$ cat src/rtl/tcw_pkg.sv
// Shared types and constants of the text console writer.
// Request, result and internal command types, action and state codes.
// Depends on nothing.
package tcw_pkg;

  localparam int DEF_COLUMNS = 80;
  localparam int DEF_ROWS    = 25;

  localparam int COL_OUT_W  = 7;
  localparam int ROW_OUT_W  = 5;
  localparam int CMD_ADDR_W = 13;
  localparam int CELL_W     = 16;
  localparam int QDEPTH     = 2;
  localparam int QPTR_W     = $clog2(QDEPTH);

  localparam logic [7:0] RESET_ATTR = 8'h0a;
  localparam logic [7:0] BLANK_ATTR = 8'h00;
  localparam logic [7:0] FILL_CHAR  = 8'h58;
  localparam logic [7:0] SPACE_CHAR = 8'h20;

  typedef enum logic [1:0] {
    ACT_PUT   = 2'd0,
    ACT_INIT  = 2'd1,
    ACT_CLEAR = 2'd2,
    ACT_READ  = 2'd3
  } tcw_action_t;

  typedef enum logic [1:0] {
    ST_WIPE,
    ST_RUN,
    ST_SCROLL,
    ST_CLEAR
  } tcw_state_t;

  typedef struct packed {
    logic [1:0] action;
    logic [7:0] char_code;
    logic [6:0] cell_col;
    logic [4:0] cell_row;
  } tcw_request_t;

  typedef struct packed {
    logic [COL_OUT_W-1:0] cursor_col;
    logic [ROW_OUT_W-1:0] cursor_row;
    logic [CELL_W-1:0]    cell_value;
  } tcw_result_t;

  typedef struct packed {
    tcw_action_t           action;
    logic [7:0]            char_code;
    logic                  read_ok;
    logic [CMD_ADDR_W-1:0] read_addr;
  } tcw_cmd_t;

endpackage

$ cat src/rtl/tcw_queue.sv
// Two-entry command queue between the front end and the back end.
// Depends on tcw_pkg.
module tcw_queue import tcw_pkg::*; (
  input  logic     clk,
  input  logic     rst,
  input  logic     push,
  input  tcw_cmd_t din,
  input  logic     pop,
  output tcw_cmd_t dout,
  output logic     full,
  output logic     empty
);

  tcw_cmd_t          entry [QDEPTH];
  logic [QPTR_W-1:0] wr_ptr;
  logic [QPTR_W-1:0] rd_ptr;
  logic [QPTR_W:0]   count;

  assign full  = (count == (QPTR_W+1)'(QDEPTH));
  assign empty = (count == '0);
  assign dout  = entry[rd_ptr];

  always_ff @(posedge clk) begin
    if (push) begin
      entry[wr_ptr] <= din;
    end
  end

  always_ff @(posedge clk) begin
    if (rst) begin
      wr_ptr <= '0;
      rd_ptr <= '0;
      count  <= '0;
    end else begin
      if (push) begin
        wr_ptr <= (wr_ptr == QPTR_W'(QDEPTH-1)) ? '0 : wr_ptr + 1'b1;
      end
      if (pop) begin
        rd_ptr <= (rd_ptr == QPTR_W'(QDEPTH-1)) ? '0 : rd_ptr + 1'b1;
      end
      unique case ({push, pop})
        2'b10:   count <= count + 1'b1;
        2'b01:   count <= count - 1'b1;
        default: count <= count;
      endcase
    end
  end

endmodule

$ cat config.mk
export PLATFORM = sky130hd
export DESIGN_NAME = tcw_queue
export DESIGN_NICKNAME = d
export VERILOG_FILES = /design/src/rtl/tcw_pkg.sv /design/src/rtl/tcw_queue.sv
export SDC_FILE = /design/constraint.sdc
export NUM_CORES = 1
export LEC_CHECK = 0
export BUFFER_PORTS_ARGS = -buffer_cell sky130_fd_sc_hd__buf_4
export CAP_MARGIN = 20
export CORE_MARGIN = 3
export CORE_UTILIZATION = 26
export DETAILED_ROUTE_END_ITERATION = 8
export PLACE_DENSITY_LB_ADDON = 0.1
export SETUP_SLACK_MARGIN = 0.15
export SYNTH_ARGS = -nofsm -noshare
export SYNTH_HDL_FRONTEND = slang
export SYNTH_SLANG_ARGS = --single-unit
$ cat constraint.sdc
create_clock -name clk -period 1.9 [get_ports clk]
set_input_delay 0.285 -clock clk [delete_from_list [all_inputs] [get_ports clk]]
set_output_delay 0.285 -clock clk [all_outputs]
set_load 0.02 [all_outputs]
==> impl_results.md <==
- Outcome: finished, final reports clean
- Peak supply drop: 0.000262 V
- Class of the worst hold path: in -> reg
- Most frequent cells in the layout: 58 x buf_4, 48 x edfxtp_1, 24 x mux2_2
- Fmax: a little under 0.6 GHz
- Syn-to-layout area delta: 32.8%
- Crit. End Element: output pin
- Vias per cell: 4.01
- Core area: approximately 0.007 mm²
- Detailed-route wire length per cell: 13.6 µm
- I/O Pins: 54
- Slew Viols, Final: 0
- Post-synthesis sequential area ratio: between 70% and 80%
- IO Port Bufs: 53
- Clock Root Buffer: clkbuf_8
- Critical-path top delay cell: mux2_2
- Worst path top cell family by delay: buffers and inverters
- Design area: 0.00257 mm²
- CTS clk-pin slew, worst paths: 0.09 ns
- Fin crit share: 88.4%
- Final number of setup-violating endpoints: 0
- Number of remaining DRC errors: 0
- Final Wtd Congestion: 0.684
- Most used cell, CP: buf_4
- Most common cell after layout, fill and taps aside: buf_4
- Htree depth: 2
- Hold path depth: 1
- Setup WS post-layout: 0.221 ns
- Share of layout cells above drive strength 1: 56.9%
- Placement Rows: 30
- Pre-antenna DRT Iters: 2
- Sink Count: 53
- Antenna Cells: 0
- Initial antenna violation count: 0
- Yosys reg bits: 53
- Hold Fails Final Rpt: 0
- Starting Density: 27.7%
- Netlist cell types: 14
- Design Power: 2.37 mW
- Hold Crit Endpoint: entry[0][7]
- Worst EP arrival: 1.39 ns
- Slew @ Worst Pin: 0.238 ns
- Largest net degree at the start of global routing: 17
- Sequential Area: 0.00154 mm²
- Clock Latency Late Sink: 0.29 ns
- Critical path data required time: 1.62 ns
- CTS Buf Count: 5
- Mapped Nets: approximately 130
- Crit-path max cell delay: 0.37 ns
- Nets: 189
- Die area: 0.00850 mm²
- Final setup TNS: 0 ns
- Multi-input logic area: 374 µm²
- Pleak: roughly 0.95 nW
- Max Clock Skew: between 0.004 and 0.005 ns
- Area contributors post-synth: edfxtp_1 75%, mux2_2 14%, dfxtp_1 5.2%
- First-pass GRT wire length: about 5500 µm
- Critical path cell sequence: buf_4, mux2_2, buf_4
- Max cap viols: 0
- Die Ht: 92.2 µm
- Hold Crit Start: din[7]
- DP Cell Count: about 250
- Clock Path Buffers: 2
- WS Path Type: reg -> out
- Final min period: 1.68 ns
- Worst R2R End: entry[1][16]
- CP max FO: 12
- Iteration-0 DRC Markers: 36
- Synth Area per Inst: 19.9 µm²
- Gate Count Post-Synth: 97
- ANT nets after route: 0
- Power Dens Cells: 922 mW/mm²
- Syn. warnings: 0
- CTS tree: yes
- Layout Utilization: 36.8%
- GRT Util Overall: under 10%
- RSZ-0062 raised after global routing: true
- Detailed Place HPWL: around 2500 µm
- Die X: 92.2 µm
- Hold slack final: 0.167 ns
- Vias in the first global route: between 1000 and 1500
- Via count: 1027
- Synth top area share: 74.6%
- Reg2Reg Depth: 2
- FILL cells: around 710
- Slew HR: 84.2%
- Critical path launch point type: flip-flop
- R2R setup slack: approximately 0.80 ns
- Placed Area: 0.00248 mm²
- # Post-CTS Setup Buffers: 0
- WP buf/inv: 2
- Cell accounting for the most synthesized area: edfxtp_1
- Final WL: 3490 µm
- R2r startpoint: wr_ptr
- Finished Layout Cells: 256
- GRT overflow: 0
- Mapped Area: 0.00193 mm²
- Place WS: 0.542 ns
-- cell usage after synthesis --
cell      count
and2_1        1
dfxtp_1       5
edfxtp_1     48
o21ai_0       1
ha_1          1
and2b_2       1
inv_1         1
xor2_1        1
xnor2_1       3
buf_2         3
a21oi_1       1
or3_1         1
nor2_1        6
mux2_2       24
-- logic make-up (layout without fill, tap and decap cells) --
family,after synthesis,after routing,share of synthesized area [%]
flops,53,53,79.8
compound gates,2,2,0.518
mux,24,24,14.0
xor+xnor,4,4,1.81
fa+ha+maj,1,1,0.648
buf+inv,4,67,0.971
simple gates,9,9,2.27
-- flip-flops by register name, summed over array words and instances (netlist names), named ones only --
signal	count
wr_ptr	1
count	2
entry	48
rd_ptr	1
-- layer usage --
metal | part of all wire [%] | up-vias | track usage [%]
li1 | - | 489 | -
met1 | 39 | 502 | 9.47
met2 | 52 | 30 | 14.6
met3 | 7.2 | 6 | 3.69
met4 | 1.7 | 0 | 3.71
met5 | 0 | - | 0
-- repair_timing --
item / 4_1_cts / 5_1_grt
resized for setup: 0 / 1
endpoints found under the hold margin: 0 / 0
setup endpoints to repair: 0 / 1
hold buffers: 0 / 0
-- worst max path at each step --
stage | from | to | cells after the start
after detailed placement | flip-flop | dout[15] | 3
final | flip-flop | dout[14] | 3
after global routing | flip-flop | dout[14] | 3
after CTS | flip-flop | dout[15] | 3
after floorplan | wr_ptr | entry[1][0] | 1
after global placement | flip-flop | dout[13] | 3
-- report_power, final --
part | total (mW) | switching, mW | internal [mW]
Clock | 0.588 | 0.340 | 0.248
Combinational | 0.405 | 0.204 | 0.201
Sequential | 1.37 | 0.0215 | 1.35
-- cell type report --
class | instances | area share [%]
clock inverters | 2 | 0.439
flip-flops and latches | 53 | 60.1
well taps | 96 | 4.68
repair buffers | 59 | 17.4
inverters | 1 | 0.146
clock buffers | 5 | 2.68
multi-input cells | 40 | 14.6
Power figures use the tool's default switching activity.
