### src/rtl/tcw_pkg.sv
// Shared types and constants of the text console writer.
// Request, result and internal command types, action and state codes.
// Depends on nothing.
package tcw_pkg;

  localparam int DEF_COLUMNS = 80;
  localparam int DEF_ROWS    = 25;

  localparam int COL_OUT_W  = 7;
  localparam int ROW_OUT_W  = 5;
  localparam int CMD_ADDR_W = 13;
  localparam int CELL_W     = 16;
  localparam int QDEPTH     = 2;
  localparam int QPTR_W     = $clog2(QDEPTH);

  localparam logic [7:0] RESET_ATTR = 8'h0a;
  localparam logic [7:0] BLANK_ATTR = 8'h00;
  localparam logic [7:0] FILL_CHAR  = 8'h58;
  localparam logic [7:0] SPACE_CHAR = 8'h20;

  typedef enum logic [1:0] {
    ACT_PUT   = 2'd0,
    ACT_INIT  = 2'd1,
    ACT_CLEAR = 2'd2,
    ACT_READ  = 2'd3
  } tcw_action_t;

  typedef enum logic [1:0] {
    ST_WIPE,
    ST_RUN,
    ST_SCROLL,
    ST_CLEAR
  } tcw_state_t;

  typedef struct packed {
    logic [1:0] action;
    logic [7:0] char_code;
    logic [6:0] cell_col;
    logic [4:0] cell_row;
  } tcw_request_t;

  typedef struct packed {
    logic [COL_OUT_W-1:0] cursor_col;
    logic [ROW_OUT_W-1:0] cursor_row;
    logic [CELL_W-1:0]    cell_value;
  } tcw_result_t;

  typedef struct packed {
    tcw_action_t           action;
    logic [7:0]            char_code;
    logic                  read_ok;
    logic [CMD_ADDR_W-1:0] read_addr;
  } tcw_cmd_t;

endpackage

### src/rtl/tcw_front.sv
// Front end: accepts requests and turns them into queued commands.
// Depends on tcw_pkg; feeds tcw_queue.
module tcw_front import tcw_pkg::*; #(
  parameter int COLUMNS = DEF_COLUMNS,
  parameter int ROWS    = DEF_ROWS
) (
  input  logic         start,
  input  tcw_request_t request,
  input  logic         full,
  input  logic         wiping,
  output logic         busy,
  output logic         push,
  output tcw_cmd_t     cmd
);

  localparam logic [CMD_ADDR_W-1:0] COLS_A = CMD_ADDR_W'(COLUMNS);

  assign busy = full | wiping;
  assign push = start & ~busy;

  always_comb begin
    cmd.action    = tcw_action_t'(request.action);
    cmd.char_code = request.char_code;
    cmd.read_ok   = (32'(request.cell_col) < COLUMNS) && (32'(request.cell_row) < ROWS);
    cmd.read_addr = CMD_ADDR_W'(request.cell_row) * COLS_A + CMD_ADDR_W'(request.cell_col);
  end

endmodule

### config.mk
export PLATFORM = sky130hd
export DESIGN_NAME = tcw_front
export DESIGN_NICKNAME = d
export VERILOG_FILES = /design/src/rtl/tcw_pkg.sv /design/src/rtl/tcw_front.sv
export SDC_FILE = /design/constraint.sdc
export NUM_CORES = 1
export LEC_CHECK = 0
export BUFFER_PORTS_ARGS = -buffer_cell sky130_fd_sc_hd__buf_2
export CAP_MARGIN = 15
export CELL_PAD_IN_SITES_DETAIL_PLACEMENT = 1
export CELL_PAD_IN_SITES_GLOBAL_PLACEMENT = 1
export CORE_ASPECT_RATIO = 0.8
export CORE_UTILIZATION = 23
export DETAILED_ROUTE_END_ITERATION = 10
export GPL_TIMING_DRIVEN = 1
export PLACE_DENSITY_LB_ADDON = 0.1
export SLEW_MARGIN = 15
export SYNTH_ARGS = -nofsm -noshare
export SYNTH_HDL_FRONTEND = slang
export SYNTH_SLANG_ARGS = --single-unit
### constraint.sdc
create_clock -name vclk -period 1.7
set_input_delay 0.085 -clock vclk [all_inputs]
set_output_delay 0.085 -clock vclk [all_outputs]
set_load 0.02 [all_outputs]
==> results.toml, run 1 <==
[global_route]
grt.busiest_layer = "met2"
grt_pass1_vias = 392
antenna_found_initial = 0
met1_usage = 0.1316
grt_pass1_wl_microns = 1642
overflow = 0
grt_max_degree = 5
gr-usage-met2 = 0.1595
grt_usage = 0.09387
grtUsageMet3 = 0.003623

[pwr]
clkPwrFrac = 0
p_sw_w = 0.0001745
p_per_area_mw_per_mm2 = 505.5
combPwrFrac = 1.000
swShare = 0.5128
peakVddDrop_mv = 0.1605
p_int_w = 0.0001658
seq_power_share = 0
p_leak_nw = 0.3358
finalPower_w = 0.0003402

[route]
drc = 0
vias = 378
drt_iter0_drc = 0
antenna_left = 0
drt-wirelength-per-cell_microns = 10.80
wl_microns = 1004
avgViaCountPerCell = 4.065
dr.pass1.iters = 1

[placed_design]
portBuffers = 22
dp.cells = 92
place.gp.congestion = 0.7435
post-place-ws_ns = -0.1934
hpwlAfterDp_microns = 889.5

[cts]
cts_hold_buf = 0

[sta]
final_max_slew_viol_count = 0
layout_min_cycle_time_ns = 1.702
fin_ws_ns = -0.002124
setup_viol = 1
fin_setup_tns_ns = -0.002124
hold_violations = 0
rsz0062_at_grt = "true"
fmax_mhz = 587.5
period_share = 1.001

[logic_synthesis]
synthCells = 55
synthDistinctLibCells = 21
avgSynthCellArea_sq_um = 8.463
synth_common_cells = "buf_4, ha_1, inv_1, xnor2_1"
synth.area.top_cells = "buf_4, ha_1, xnor2_1"
syn_nets = 91
ys_warn_count = 0
synth.cell_area_sq_um = 465.4
ys_seq_area_frac = 0
synth_top_area_share = 0.2419
synth_most_common_cell = "buf_4"
yosysTopAreaCell = "buf_4"

[die]
die_h_microns = 42.24
start_util = 0.2460
pin_count = 51
floorplan.rows = 14
die_x_microns = 52.30
die_area_sq_mm = 0.002209
core_sq_mm = 0.001892

[finish]
syn2layout_area_growth_pct = 44.62
nClkBuffers = 0
finalNonFillerCells = 93
fill_cells = 238
antenna_cells = 0
drive_gt1_frac = 0.6667
seqCellArea_sq_um = 0
seq_cell_count = 0
nets = 107
post-route-util = 0.3558

[worst_setup_path]
path_cells = "buf_8 -> ha_4 -> ha_4 -> fa_2 -> nand2_2 -> nor2_4 -> a32o_2 -> buf_6"
worst_setup_path_start_kind = "input port"
cp.required_ns = 1.62
worstPathArrival_ns = 1.62
critPathSlowestCell = "fa_2"
critical_path.max_stage_delay_ns = 0.56
crit_path_max_fanout = 3
critical_path_class = "in2out"
cp_common_cell = "ha_4"
setup.worst_path.end_class = "output pin"

[min_path]
hp-class = "in2out"

[run_status]
status = "finished with violations"
violations = "negative setup slack"

[run]
maxCapViolations = 0
## power by group through the flow
stage | Clock [W] | Combinational (W) | Sequential [W]
final | 0 | 0.000340 | 0
after CTS | 0 | 0.000331 | 0
after floorplan | 0 | 0.000244 | 0
after detailed placement | 0 | 0.000292 | 0
after global placement | 0 | 0.000292 | 0
after global routing | 0 | 0.000371 | 0
## path summary, 6_finish.rpt
kind,startpoint,to,slack [ns],cells after the start
worst max-delay path,request[3],cmd[11],-0.002,8
worst min-delay path,request[12],cmd[14],0.17,0
## per-layer routing
layer	wire, microns	up-vias
met5	0	-
met4	4	0
met3	57	2
met2	477	13
met1	466	168
li1	-	195
## timing repair
item,CTS,global route
pin swaps,8,2
setup buffers,1,0
resized for setup,14,4
endpoints found under the setup margin,3,4
## cell type report
class	count	area [sq um]	share of cell area
Inverter	5	18.77	0.02788
Multi-Input combinational cell	35	430.4	0.6394
Tap cell	24	30.03	0.04461
Timing Repair Buffer	29	193.9	0.2881
## cell families (layout without fill, tap and decap cells)
family,after synthesis,count (layout),share of synthesized area
other cells,1,1,0.008057
compound gates,10,10,0.1693
simple gates,6,6,0.06454
xor+xnor,7,7,0.1479
fa+ha+maj,11,11,0.3280
buf+inv,20,34,0.2823
## placed cells by master (no fill, tap or decap), types with 2 or more instances in the layout
cell     instances
buf_2           17
inv_1            5
a21o_1           2
xnor2_1          3
xnor2_2          2
ha_1             5
buf_4            8
a21oi_2          2
ha_4             3
buf_6            3
## worst max-delay path: cells and delay by family
family | cells | cell delay, ns
and+or+nand+nor | 2 | 0.18
buffers and inverters | 2 | 0.21
AOI/OAI and AO/OA | 1 | 0.18
adders and majority gates | 3 | 0.96
## stage by stage
stage / hold WS [ns] / cell area (sq um)
after floorplan: 0.2826 / 505.5
after global placement: 0.1701 / 578.1
after detailed placement: 0.1701 / 578.1
after CTS: 0.1701 / 651.9
after global routing: 0.1700 / 673.1
final: 0.1700 / 673.1
No activity file was read; power rests on OpenSTA's default activity.
==> run 2: changes to the inputs <==
--- a/config.mk
+++ b/config.mk
@@ -5,6 +5,7 @@
 export SDC_FILE = /design/constraint.sdc
 export NUM_CORES = 1
 export LEC_CHECK = 0
+export ABC_AREA = 1
 export BUFFER_PORTS_ARGS = -buffer_cell sky130_fd_sc_hd__buf_2
 export CAP_MARGIN = 15
 export CELL_PAD_IN_SITES_DETAIL_PLACEMENT = 1
@@ -13,7 +14,7 @@
 export CORE_UTILIZATION = 23
 export DETAILED_ROUTE_END_ITERATION = 10
 export GPL_TIMING_DRIVEN = 1
-export PLACE_DENSITY_LB_ADDON = 0.1
+export PLACE_DENSITY_LB_ADDON = 0.15
 export SLEW_MARGIN = 15
 export SYNTH_ARGS = -nofsm -noshare
 export SYNTH_HDL_FRONTEND = slang
==> run 2 against run 1 <==
- the run still ends with negative setup slack left
- die area rose by 8.5%
- non-clock buffer count up 1
- wire length grew 33%
- critical endpoint is now cmd[10]
- largest cell class unchanged
- highest routed layer unchanged
==> results.toml, run 2 <==
[run_status]
status = "finished with violations"
violations = "negative setup slack"

[route]
wl_microns = 1336
avgViaCountPerCell = 4.241
antenna_left = 0
drt_iter0_drc = 2
drt-wirelength-per-cell_microns = 11.52
dr.pass1.iters = 2
drc = 0
vias = 492

[global_route]
grt_max_degree = 6
grt_usage = 0.1228
antenna_found_initial = 0
overflow = 0
grt_pass1_wl_microns = 2194
grt_pass1_vias = 514

[sta]
rsz0062_at_grt = "true"
setup_viol = 2
period_share = 1.013
layout_min_cycle_time_ns = 1.723
hold_violations = 0
fmax_mhz = 580.4
final_max_slew_viol_count = 0
fin_ws_ns = -0.02288
holdWs_ns = 0.1700
fin_setup_tns_ns = -0.04097

[finish]
layout_common_cells = "buf_2, nand2_1, buf_4, inv_1, ha_1"
antenna_cells = 0
nets = 130
drive_gt1_frac = 0.5109
fill_cells = 259
final_common_cell = "buf_2"
post-route-util = 0.3552
seq_cell_count = 0
seqCellArea_sq_um = 0
syn2layout_area_growth_pct = 38.77
nClkBuffers = 0
multi_input_area_sq_um = 424.2

[logic_synthesis]
syn_nets = 113
synth.area.mux_share = 0
synthSimpleGateAreaFrac = 0.2568
yosysTopAreaCell = "buf_4"
synthDistinctLibCells = 18
ys_warn_count = 0
synthCells = 77
avgSynthCellArea_sq_um = 6.581
synth_top_family_by_area = "buffers and inverters"
ys_seq_area_frac = 0
synth.area.top_cells = "buf_4, ha_1, nand2_1"
synth_xor_area_frac = 0.05185
synth-compound-area-share = 0.07160
synth.cell_area_sq_um = 506.7
synth_most_common_cell = "nand2_1"
synth_fa_ha_area_frac = 0.3012
synth_common_cells = "nand2_1, buf_4, inv_1, ha_1, nand3_1"
synth_top_area_share = 0.2222

[die]
core_sq_mm = 0.001979
die_h_microns = 43.98
pin_count = 51
die_area_sq_mm = 0.002396
floorplan.rows = 14
die_x_microns = 54.48
start_util = 0.2560

[pwr]
clkPwrFrac = 0
peakVddDrop_mv = 0.1845
seq_power_share = 0
combPwrFrac = 1.000
p_sw_w = 0.0001809
p_per_area_mw_per_mm2 = 470.4
swShare = 0.5467
p_leak_nw = 0.3857
p_int_w = 0.0001500

[worst_setup_path]
critical_path.max_stage_delay_ns = 0.54
critical_path_class = "in2out"
cp.required_ns = 1.62
critPathSlowestCell = "fa_2"
worst_setup_path_start_kind = "input port"
setup.worst_path.end_class = "output pin"
path_cells = "buf_8 -> ha_4 -> ha_4 -> fa_2 -> nand2_2 -> inv_2 -> nand3_2 -> inv_1 -> nand2_1 -> nand2_1 -> buf_6"
worstPathArrival_ns = 1.64
crit_path_max_fanout = 3

[placed_design]
place.gp.congestion = 0.6531
hpwlAfterDp_microns = 1112
portBuffers = 22

[min_path]
hp-class = "in2out"

[run]
maxCapViolations = 0
## run 2: changes by cell type after synthesis, moves of 2 or more
cell     before  now
nor2_2        0    2
nand2_1       1   16
inv_1         5   12
xnor2_1       5    2
a21oi_1       0    2
nand3_1       0    5
a21o_1        2    0
a21oi_2       2    0
## run 2: layout make-up
cell class | instances | share of cell area
timing repair buffer | 30 | 0.2900
inverter | 12 | 0.06406
multi-input combinational | 50 | 0.6032
tap | 24 | 0.04270
## run 2: power groups by stage
stage	Sequential, W	Combinational [W]	Clock [W]
2_1_floorplan	0	0.000224	0
6_report	0	0.000331	0
5_1_grt	0	0.000365	0
4_1_cts	0	0.000309	0
3_3_place_gp	0	0.000263	0
3_5_place_dp	0	0.000266	0
## run 2: routing by layer
metal,global-route usage,share of wire,up-vias
li1,-,-,258
met1,0.1588,0.44,223
met2,0.2195,0.50,7
met3,0.007018,0.058,4
met4,0.02564,0.0067,0
met5,0,0,-
## run 2: cells by family after synthesis
logic type | count (synthesis)
adders and majority gates | 11
other | 1
AOI/OAI and AO/OA | 6
buffers and inverters | 27
and+or+nand+nor | 29
xor gates and xnor gates | 3
## run 2: path summary, 6_finish.rpt
kind,start,to,slack [ns],depth (start not counted)
setup / recovery,request[3],cmd[10],-0.02,11
hold / removal,request[5],cmd[0],0.17,0
## run 2: repair_timing
action | in CTS | in global routing
setup endpoints to repair | 4 | 3
hold buffers | 0 | 0
resized for setup | 18 | 8
pin swaps | 9 | 8
buffers inserted | 2 | 1
## run 2: worst max-delay path, delay by kind of cell
family / cells / cell delay (ns)
AND/OR/NAND/NOR: 4 / 0.25
buffers and inverters: 4 / 0.36
adder cells (fa/ha/maj): 3 / 0.93
## run 2: stage by stage
stage / instances / setup WS [ns] / total power [W] / instance area, sq um
6_report: 116 / -0.02288 / 0.0003308 / 703.2
2_1_floorplan: 77 / 0.05138 / 0.0002236 / 506.7
3_5_place_dp: 113 / -0.1878 / 0.0002657 / 571.8
5_1_grt: 116 / -0.08476 / 0.0003646 / 703.2
3_3_place_gp: 113 / -0.1590 / 0.0002628 / 571.8
4_1_cts: 115 / -0.04774 / 0.0003093 / 668.1
==> run 3: changes to the inputs <==
--- a/config.mk
+++ b/config.mk
@@ -10,7 +10,7 @@
 export CAP_MARGIN = 15
 export CELL_PAD_IN_SITES_DETAIL_PLACEMENT = 1
 export CELL_PAD_IN_SITES_GLOBAL_PLACEMENT = 1
-export CORE_ASPECT_RATIO = 0.8
+export CORE_ASPECT_RATIO = 1.4
 export CORE_UTILIZATION = 23
 export DETAILED_ROUTE_END_ITERATION = 10
 export GPL_TIMING_DRIVEN = 1
==> run 3 against run 2 <==
- setup slack better by 0.0014 ns
- via count up 6.1%
- the flow still finishes with violations (negative setup slack)
- maximum frequency about the same
- non-clock buffer count up 2
==> results.toml, run 3 (synthesis gave the netlist of run 2 again) <==
[run_status]
status = "finished with violations"
violations = "negative setup slack"

[finish]
nets = 132
seq_cell_count = 0
layout_common_cells = "buf_2, buf_4, nand2_1, inv_1, nand2_2"
multi_input_area_sq_um = 446.7
drive_gt1_frac = 0.6064
fill_cells = 265
post-route-util = 0.3684
syn2layout_area_growth_pct = 46.91
finalNonFillerCells = 115
seqCellArea_sq_um = 0
final_common_cell = "buf_2"
antenna_cells = 0
nClkBuffers = 0

[route]
drc = 0
wl_microns = 1359
drt_iter0_drc = 4
antenna_left = 0
vias = 522
drt-wirelength-per-cell_microns = 11.82
avgViaCountPerCell = 4.539
dr.pass1.iters = 3

[global_route]
grt_usage = 0.1049
overflow = 0
grt_pass1_wl_microns = 2070
grt_max_degree = 6
antenna_found_initial = 0
grt_pass1_vias = 508

[sta]
fin_setup_tns_ns = -0.02894
hold_violations = 0
final_max_slew_viol_count = 0
rsz0062_at_grt = "true"
fmax_mhz = 580.9
layout_min_cycle_time_ns = 1.721
setup_viol = 3
holdWs_ns = 0.1700
fin_ws_ns = -0.02147
period_share = 1.013

[worst_setup_path]
crit_start = "request[1]"
crit_path_max_fanout = 3
setup.worst_path.end_class = "output pin"
cp.required_ns = 1.62
critical_path_class = "in2out"
worstPathArrival_ns = 1.64
worst_setup_path_start_kind = "input port"

[placed_design]
place.gp.congestion = 0.6557
hpwlAfterDp_microns = 1085
dp.cells = 111
portBuffers = 22

[die]
die_x_microns = 41.67
die_area_sq_mm = 0.002398
pin_count = 51
floorplan.rows = 19
core_sq_mm = 0.002021
die_h_microns = 57.54
start_util = 0.2508

[pwr]
p_leak_nw = 0.4021
p_per_area_mw_per_mm2 = 478.9
peakVddDrop_mv = 0.2107

[cts]
cts_hold_buf = 0

[run]
maxCapViolations = 0

[min_path]
hp-start = "request[19]"
hp-class = "in2out"
## run 3: worst max-delay path, stage by stage
cell	delay, ns
buf_8	0.10
ha_4	0.23
ha_4	0.16
fa_2	0.54
nand2_2	0.05
inv_2	0.07
nand2_2	0.07
nor2_4	0.10
nand2_2	0.05
nand2_2	0.06
buf_6	0.11
## run 3: path summary, 6_finish.rpt
check | end | slack (ns) | depth (start not counted)
min | cmd[21] | 0.17 | 0
max | cmd[11] | -0.02 | 11
## run 3: metrics by stage
step	instance area, sq um	power [W]	setup slack (ns)
floorplan	506.7	0.0002236	0.05138
global placement	575.6	0.0002676	-0.1958
detailed placement	575.6	0.0002681	-0.2052
CTS	674.4	0.0003194	-0.06225
global route	744.5	0.0003940	-0.09501
finish	744.5	0.0003565	-0.02147
## run 3: where the power goes
part	switching [W]	leakage, nW	internal [W]
Sequential	0	0	0
Combinational	0.000190	0.402	0.000167
Clock	0	0	0
Total	0.000190	0.402	0.000167
## run 3: cell type report
cell class | count | area share
Multi-Input combinational cell | 50 | 0.6000
Inverter | 12 | 0.06050
Timing Repair Buffer | 32 | 0.3042
Tap cell | 21 | 0.03529
## run 3: routing by layer
layer | up-vias | part of all wire | GRT usage
met3 | 0 | 0.060 | 0.006329
met5 | - | 0 | 0
met1 | 244 | 0.33 | 0.1098
met2 | 20 | 0.61 | 0.2299
li1 | 258 | - | -
met4 | 0 | 0 | 0
## run 3: what timing repair did
item | CTS | global route
pin swaps | 7 | 11
cloned | 0 | 0
setup buffers | 1 | 3
resized for setup | 19 | 18
setup endpoints to repair | 4 | 4
